File: src/hdl/llr_pkg.sv
// Shared types and constants for the line-assembling log ring.
package llr_pkg;

  localparam int BYTE_W  = 8;
  localparam int SEQ_W   = 32;
  localparam int LIMIT_W = 7;

  localparam logic [BYTE_W-1:0] CH_CR = 8'h0D;
  localparam logic [BYTE_W-1:0] CH_LF = 8'h0A;

  localparam logic KIND_WRITE = 1'b0;
  localparam logic KIND_READ  = 1'b1;

  typedef enum logic [2:0] {
    ST_IDLE,
    ST_COMMIT,
    ST_RD_CHECK,
    ST_RD_LEN,
    ST_RD_FIRST,
    ST_RD_RUN,
    ST_RD_TAIL,
    ST_RD_SINGLE
  } state_t;

  typedef struct packed {
    logic              found;
    logic              has_char;
    logic [BYTE_W-1:0] char_out;
    logic              last;
  } emit_t;

endpackage

File: src/hdl/llr_out.sv
// Output register stage for read results.
module llr_out (
  input  logic                      clk,
  input  logic                      rst,
  input  logic                      emit_valid,
  input  llr_pkg::emit_t            emit,
  input  logic [llr_pkg::SEQ_W-1:0] newest_in,
  input  logic [llr_pkg::SEQ_W-1:0] oldest_in,
  output logic                      emit_ready,
  output logic                      out_valid,
  input  logic                      out_stall,
  output logic                      found,
  output logic                      has_char,
  output logic [llr_pkg::BYTE_W-1:0] char_out,
  output logic                      last,
  output logic [llr_pkg::SEQ_W-1:0] newest_seq,
  output logic [llr_pkg::SEQ_W-1:0] oldest_seq
);
  import llr_pkg::*;

  logic load;

  assign emit_ready = !out_valid || !out_stall;
  assign load       = emit_valid && emit_ready;

  always_ff @(posedge clk) begin
    if (rst) begin
      out_valid <= 1'b0;
    end else if (load) begin
      out_valid <= 1'b1;
    end else if (!out_stall) begin
      out_valid <= 1'b0;
    end
  end

  always_ff @(posedge clk) begin
    if (load) begin
      found      <= emit.found;
      has_char   <= emit.has_char;
      char_out   <= emit.char_out;
      last       <= emit.last;
      newest_seq <= newest_in;
      oldest_seq <= oldest_in;
    end
  end

endmodule

File: config.mk
export PLATFORM = sky130hd
export DESIGN_NAME = llr_out
export DESIGN_NICKNAME = d
export VERILOG_FILES = /design/src/hdl/llr_pkg.sv /design/src/hdl/llr_out.sv
export SDC_FILE = /design/constraint.sdc
export NUM_CORES = 1
export LEC_CHECK = 0
export BUFFER_PORTS_ARGS = -buffer_cell sky130_fd_sc_hd__buf_2
export CORE_ASPECT_RATIO = 0.5
export CORE_MARGIN = 3
export CORE_UTILIZATION = 40
export CTS_CLUSTER_SIZE = 25
export DETAILED_ROUTE_END_ITERATION = 6
export GPL_ROUTABILITY_DRIVEN = 0
export MAX_ROUTING_LAYER = met4
export PLACE_DENSITY_LB_ADDON = 0.2
export SYNTH_ARGS = -nofsm -noshare
export SYNTH_HDL_FRONTEND = slang
export SYNTH_SLANG_ARGS = --single-unit
export TNS_END_PERCENT = 1
File: constraint.sdc
create_clock -name clk -period 3.4 [get_ports clk]
set_input_delay 0.34 -clock clk [delete_from_list [all_inputs] [get_ports clk]]
set_output_delay 0.34 -clock clk [all_outputs]
set_load 0.01 [all_outputs]
==> results of run 1 <==
## power by group
| group | internal [mW] | leakage [nW] | switching (mW) |
|---|---|---|---|
| clock network | 0.713 | 0.163 | 0.339 |
| logic | 0.0659 | 0.619 | 0.0803 |
| registers | 1.10 | 0.734 | 0.0125 |
| total | 1.88 | 1.52 | 0.432 |
## per-layer routing
layer | part of all wire (%) | up-vias
met4 | 0.91 | 0
met2 | 53 | 66
met3 | 9.0 | 5
met1 | 37 | 640
met5 | 0 | -
li1 | - | 655
## stage by stage
stage / util [%] / power, mW / instance area [µm²]
after floorplan: - / 1.180 / 2291
after global placement: 60.42 / 1.272 / 3157
after detailed placement: 60.42 / 1.279 / 3157
after CTS: 66.93 / 2.342 / 3497
after global routing: 66.93 / 2.398 / 3497
final: 66.93 / 2.307 / 3497
## critical path: cells and delay by family (launching register included)
kind,cells,cell delay [ns]
AND/OR/NAND/NOR,2,0.82
flip-flops,1,0.32
## cell usage after synthesis
master / count
a21oi_1: 1
nand2_1: 1
nor2_1: 1
edfxtp_1: 75
and2_1: 1
dfxtp_1: 1
## kinds of logic (layout without fill, tap and decap cells)
kind of cell           Yosys count  in the layout  share of synthesized area, %
flip-flops                      76             76                         99.18
buffers and inverters            0            171                             0
AO/OA/AOI/OAI                    1              1                        0.2183
AND/OR/NAND/NOR                  3              3                        0.6006
## sequential cells by signal, indices dropped and copies added, names as in the netlist
signal	count
oldest_seq	32
found	1
newest_seq	32
out_valid	1
last	1
char_out	8
has_char	1
## final timing paths
path,start,endpoint,slack [ns]
worst min register to register,out_valid,out_valid,0.51
worst max-delay path,out_valid,newest_seq[30],1.84
worst max register to register,out_valid,newest_seq[30],1.84
worst min-delay path,rst,out_valid,0.17
## final cells by class
class,count,area [µm²],share of cell area (%)
Sequential cell,76,2272,64.97
Multi-Input combinational cell,4,21.27,0.6082
Clock buffer,9,225.2,6.440
Clock inverter,7,115.1,3.292
Timing Repair Buffer,155,775.7,22.18
Tap cell,70,87.58,2.504
==> results by group, run 1 <==
STA
  – Max-slew headroom: 38.04%
  – Setup_tns: 0 ns
  – Slew of the pin with the lowest slew margin: 0.9294 ns
  – Max-slew violations: 0
  – Hold Vio Cnt, Final: 0
  – Post-layout min period: 1.555 ns
  – Final period utilization: 45.74%
  – Setup violators final: 0
  – Hold Slack: 0.1684 ns
  – Setup ws final: 1.845 ns
  – Worst Skew: 0.002456 ns
  – RSZ-0062 raised after global routing: false
  – Fmax: 0.6430 GHz

Logic synthesis
  – Ys Warns: 0
  – Dominant cells by area after synthesis: edfxtp_1 (98%), dfxtp_1 (0.87%), and2_1 (0.27%)
  – Mapped cell area: 2291 µm²
  – Yosys reg bits: 76
  – Synth area leader: edfxtp_1
  – Syn avg cell area: 28.64 µm²
  – Distinct cells, synth: 6
  – Post-synthesis sequential area ratio: 99.18%
  – Syn Inst Count: 80
  – Yosys top cell area share: 98.31%
  – Synthesized net count: 159

Cells and area
  – Commonest cells after routing, fill and taps aside: buf_2 (155), edfxtp_1 (75), clkbuf_16 (9), bufinv_16 (3)
  – Area Overhead vs Synth: 52.65%
  – Commonest non-fill, non-tap cell in the layout: buf_2
  – Share of cells above drive strength 1: 68.13%
  – Fillers: 377
  – Final nets: 325
  – Non-filler cells, final: 321
  – # diodes: 0

Worst setup path
  – Slowest cell on crit path: and2_4
  – Data required, critical path: 3.35 ns
  – Worst-path cell chain: nand2_1 > and2_4
  – Nature of the critical path endpoint: flip-flop
  – Critical setup path kind: flip-flop to flip-flop
  – Critical Path Source Type: flip-flop
  – CP max FO: 75
  – Slowest stage delay, CP: 0.75 ns
  – Crit path DAT: 1.50 ns
  – Cells on worst reg2reg path: 2

Floorplan
  – Core area: 5225 µm²
  – Starting Density: 43.85%
  – Die width: 113.0 µm
  – Row cnt: 18
  – Ports: 156
  – Die height: 59.52 µm
  – Die Area: 6727 µm²

Min path
  – Hold depth: 2
  – Worst Hold Class: input port to flip-flop

GRT
  – Total congestion overflow: 0
  – Pin count of the biggest net entering global routing: 76
  – Gr usage total: 14.71%
  – First-pass GRT wire length: 6996 µm
  – Met1 Use GR: 16.62%
  – Antenna violations before repair: 0
  – GR peak layer: met2
  – GR Util met2: 24.07%
  – GR met3 Demand/Resource: 6.218%
  – Vias in the first global route: 1417

Placement
  – Place WS: 1.690 ns
  – Port buffer count: 155
  – Placed Cells: 305

Clock network
  – Clock Tree Buf Depth: 2
  – Root Buffer: clkbuf_16
  – Postcts setup bufs: 0
  – Post_cts resized: 0
  – H-tree depth: 3
  – CTS Hold Bufs: 0
  – TritonCTS buffer count: 9
  – Clk sink count: 76
  – Reg clk slew, reported paths: 0.05 ns
  – Worst-Skew Late Latency: 0.32 ns
  – CTS tree: built

Routing
  – DRT iter0 DRCs: 38
  – Avg WL per Cell: 14.72 µm
  – Vias: 1366
  – Via-to-Cell Ratio: 4.255
  – DRC errors left: 0
  – Drt pass-1 iters: 3
  – Routed WL: 4724 µm
  – Antenna-violating nets left: 0

Power and ir drop
  – Worst VDD drop: 0.4586 mV
  – Leak: 1.516 nW
  – PD cells: 659.8 nW/µm²

Run
  – Max_cap viols: 0

Status
  – Outcome: finished clean
No activity file was read; power rests on OpenSTA's default activity.
==> run 2, diff against run 1 <==
--- a/config.mk
+++ b/config.mk
@@ -5,6 +5,7 @@
 export SDC_FILE = /design/constraint.sdc
 export NUM_CORES = 1
 export LEC_CHECK = 0
+export ABC_AREA = 1
 export BUFFER_PORTS_ARGS = -buffer_cell sky130_fd_sc_hd__buf_2
 export CORE_ASPECT_RATIO = 0.5
 export CORE_MARGIN = 3
==> constraint.sdc (replaced) <==
create_clock -name clk -period 1.5 [get_ports clk]
set_input_delay 0.15 -clock clk [delete_from_list [all_inputs] [get_ports clk]]
set_output_delay 0.15 -clock clk [all_outputs]
set_load 0.01 [all_outputs]
==> results by group, run 2 <==
Worst setup path
  – Data required, critical path: 1.47 ns (was 3.35 ns)
  – CP max FO: 75 (unchanged)
  – Worst-path cell chain: a21oi_4 > buf_12 (was nand2_1 > and2_4)
  – Top Family by Delay on Critical Path: buffers and inverters (was simple AND/OR/NAND/NOR gates)
  – Slowest stage delay, CP: 0.35 ns (was 0.75 ns)
  – CP bufs+invs: 1 (was 0)
  – Reg-to-reg endpoint: oldest_seq[28] (was newest_seq[30])
  – Critical Path Source Type: flip-flop (unchanged)
  – Nature of the critical path endpoint: flip-flop (unchanged)
  – Crit path DAT: 1.22 ns (was 1.50 ns)
  – Worst r2r src: out_valid (unchanged)
  – Slowest cell on crit path: buf_12 (was and2_4)
  – Critical setup path kind: flip-flop to flip-flop (unchanged)
  – R2r setup slk: 0.26 ns (was 1.84 ns)
  – Cells on worst reg2reg path: 2 (unchanged)

Placement
  – Port buffer count: 155 (unchanged)
  – Place WS: 0.2705 ns (was 1.690 ns)
  – Placed Cells: 306 (was 305)

Floorplan
  – Die height: 59.57 µm (was 59.52 µm)
  – Ports: 156 (unchanged)
  – Starting Density: 43.94% (was 43.85%)
  – Die Area: 6740 µm² (was 6727 µm²)
  – Core area: 5225 µm² (unchanged)
  – Row cnt: 18 (unchanged)
  – Die width: 113.1 µm (was 113.0 µm)

GRT
  – First-pass GRT wire length: 8521 µm (was 6996 µm)
  – Antenna violations before repair: 0 (unchanged)
  – Vias in the first global route: 1731 (was 1417)
  – Gr usage total: 18.22% (was 14.71%)
  – Total congestion overflow: 0 (unchanged)
  – Pin count of the biggest net entering global routing: 76 (unchanged)

Clock network
  – Postcts setup bufs: 0 (unchanged)
  – Clk sink count: 76 (unchanged)
  – H-tree depth: 3 (unchanged)
  – CTS tree: built (unchanged)
  – Worst-Skew Late Latency: 0.32 ns (about the same)
  – TritonCTS buffer count: 9 (unchanged)
  – Clock Tree Buf Depth: 2 (unchanged)
  – Root Buffer: clkbuf_16 (unchanged)
  – Reg clk slew, reported paths: 0.06 ns (was 0.05 ns)

Run
  – Max_cap viols: 0 (unchanged)

Logic synthesis
  – Post-synthesis sequential area ratio: 98.96% (was 99.18%)
  – Post-synth EDFFs: 75 (unchanged)
  – Syn avg cell area: 28.70 µm² (was 28.64 µm²)
  – Most numerous cell in the Yosys netlist: edfxtp_1 (unchanged)
  – Yosys top cell area share: 98.09% (was 98.31%)
  – Yosys reg bits: 76 (unchanged)
  – Main synth FF type: edfxtp_1 (unchanged)
  – Ys Warns: 0 (unchanged)
  – Fraction of registers with async set/reset: 0% (unchanged)
  – Distinct cells, synth: 6 (unchanged)
  – Dominant cells by area after synthesis: edfxtp_1 (98%), dfxtp_1 (0.87%), a21oi_2 (0.38%) (was edfxtp_1 (98%), dfxtp_1 (0.87%), and2_1 (0.27%))
  – Mapped cell area: 2296 µm² (was 2291 µm²)
  – Synthesized net count: 159 (unchanged)
  – Syn Inst Count: 80 (unchanged)
  – Synth area leader: edfxtp_1 (unchanged)

Cells and area
  – Area Overhead vs Synth: 79.62% (was 52.65%)
  – Commonest non-fill, non-tap cell in the layout: buf_2 (unchanged)
  – Non-filler cells, final: 383 (was 321)
  – Commonest cells after routing, fill and taps aside: buf_2 (155), edfxtp_1 (75), dlygate4sd3_1 (61), clkbuf_16 (9) (was buf_2 (155), edfxtp_1 (75), clkbuf_16 (9), bufinv_16 (3))
  – Final nets: 387 (was 325)
  – Share of cells above drive strength 1: 55.59% (was 68.13%)
  – Footprint of the multi-input gates: 31.28 µm² (was 21.27 µm²)
  – Final Core Density: 78.93% (was 66.93%)
  – # diodes: 0 (unchanged)
  – Fillers: 307 (was 377)
  – Storage cell area: 2273 µm² (was 2272 µm²)
  – Top flop regs: newest_seq x32, oldest_seq x32, char_out x8 (unchanged)

Power and ir drop
  – PD cells: 1270 nW/µm² (was 659.8 nW/µm²)
  – Overall power: 5.238 mW (was 2.307 mW)
  – Worst VDD drop: 0.8145 mV (was 0.4586 mV)
  – Leak: 1.769 nW (was 1.516 nW)

STA
  – Max-slew headroom: 74.63% (was 38.04%)
  – Setup_tns: 0 ns (unchanged)
  – Setup violators final: 0 (unchanged)
  – Setup ws final: 0.2551 ns (was 1.845 ns)
  – Post-layout min period: 1.245 ns (was 1.555 ns)
  – Final period utilization: 83.00% (was 45.74%)
  – Hold Vio Cnt, Final: 0 (unchanged)
  – Worst Skew: 0.007602 ns (was 0.002456 ns)
  – Fmax: 0.8033 GHz (was 0.6430 GHz)
  – RSZ-0062 raised after global routing: false (unchanged)
  – Slew of the pin with the lowest slew margin: 0.3805 ns (was 0.9294 ns)
  – Max-slew violations: 0 (unchanged)

Min path
  – Hold depth: 1 (was 2)
  – Worst Hold Class: input port to flip-flop (unchanged)
  – Worst Hold Launch: oldest_in[19] (was rst)
  – Worst Hold End: oldest_seq[19] (was out_valid)

Routing
  – Drt pass-1 iters: 4 (was 3)
  – DRT iter0 DRCs: 55 (was 38)
  – Avg WL per Cell: 15.29 µm (was 14.72 µm)
  – Antenna-violating nets left: 0 (unchanged)
  – DRC errors left: 0 (unchanged)
  – Vias: 1633 (was 1366)
  – Routed WL: 5856 µm (was 4724 µm)
  – Via-to-Cell Ratio: 4.264 (was 4.255)

Status
  – Outcome: finished clean (unchanged)
==> run 2: changes by cell type in the layout (fill, tap and decap cells not counted), sizes merged <==
| cell | change |
|---|---|
| dlygate4sd3 | +61 |
| clkbuf | +3 |
| clkinv | -3 |
| a21oi | +1 |
| and2 | -1 |
| buf | +1 |
| bufinv | -1 |
| clkinvlp | +1 |
| inv | +1 |
| nor2 | -1 |
==> run 2: metrics by stage <==
stage / hold WS (ns) / instance area, µm²
after floorplan: 0.2051 / 2308
after global placement: 0.3044 / 3192
final: 0.01357 / 4124
after global routing: 0.0002302 / 4124
after detailed placement: 0.3073 / 3192
after CTS: 0.0001160 / 4064
==> run 2: how the worst max path moves through the flow <==
stage | cells after the start | startpoint | slack (ns) | endpoint
finish | 2 | out_valid | 0.26 | oldest_seq[28]
global route | 2 | out_valid | 0.20 | newest_seq[25]
detailed placement | 2 | out_valid | 0.27 | newest_seq[21]
floorplan | 1 | out_valid | -0.54 | char_out[0]
global placement | 2 | out_valid | 0.31 | oldest_seq[8]
CTS | 2 | out_valid | 0.26 | oldest_seq[2]
==> run 2: layout make-up <==
cell class	instances	area share, %
Multi-Input combinational cell	3	0.7585
Clock buffer	12	5.977
Sequential cell	76	55.13
Clock inverter	4	1.820
Inverter	1	0.09102
Tap cell	70	2.124
Timing Repair Buffer	217	34.10
==> run 2: layer usage <==
layer | track usage, % | part of all wire [%]
met3 | 7.543 | 9.0
met4 | 6.164 | 1.0
met5 | - | 0
met2 | 32.24 | 54
met1 | 18.82 | 36
==> run 2: power by group <==
group | leakage, nW | internal, mW | total, mW | switching, mW
combinational | 0.885 | 0.260 | 0.476 | 0.216
sequential | 0.734 | 2.48 | 2.52 | 0.0309
clock | 0.149 | 1.50 | 2.25 | 0.745
==> run 2: cell families after synthesis <==
kind of cell | after synthesis | share of synthesized area (%)
buf+inv | 1 | 0.1633
simple gates | 1 | 0.2727
compound gates | 2 | 0.5993
flops | 76 | 98.96
==> run 2: timing repair <==
action,4_1_cts,5_1_grt
hold endpoints to repair,55,6
endpoints found under the setup margin,0,0
hold buffers,55,6
gates resized for setup,0,0
==> run 2: worst register-to-register path, cell delays in order (launching register included) <==
cell and delay [ns]:
dfxtp_2 0.34, a21oi_4 0.17, buf_12 0.35
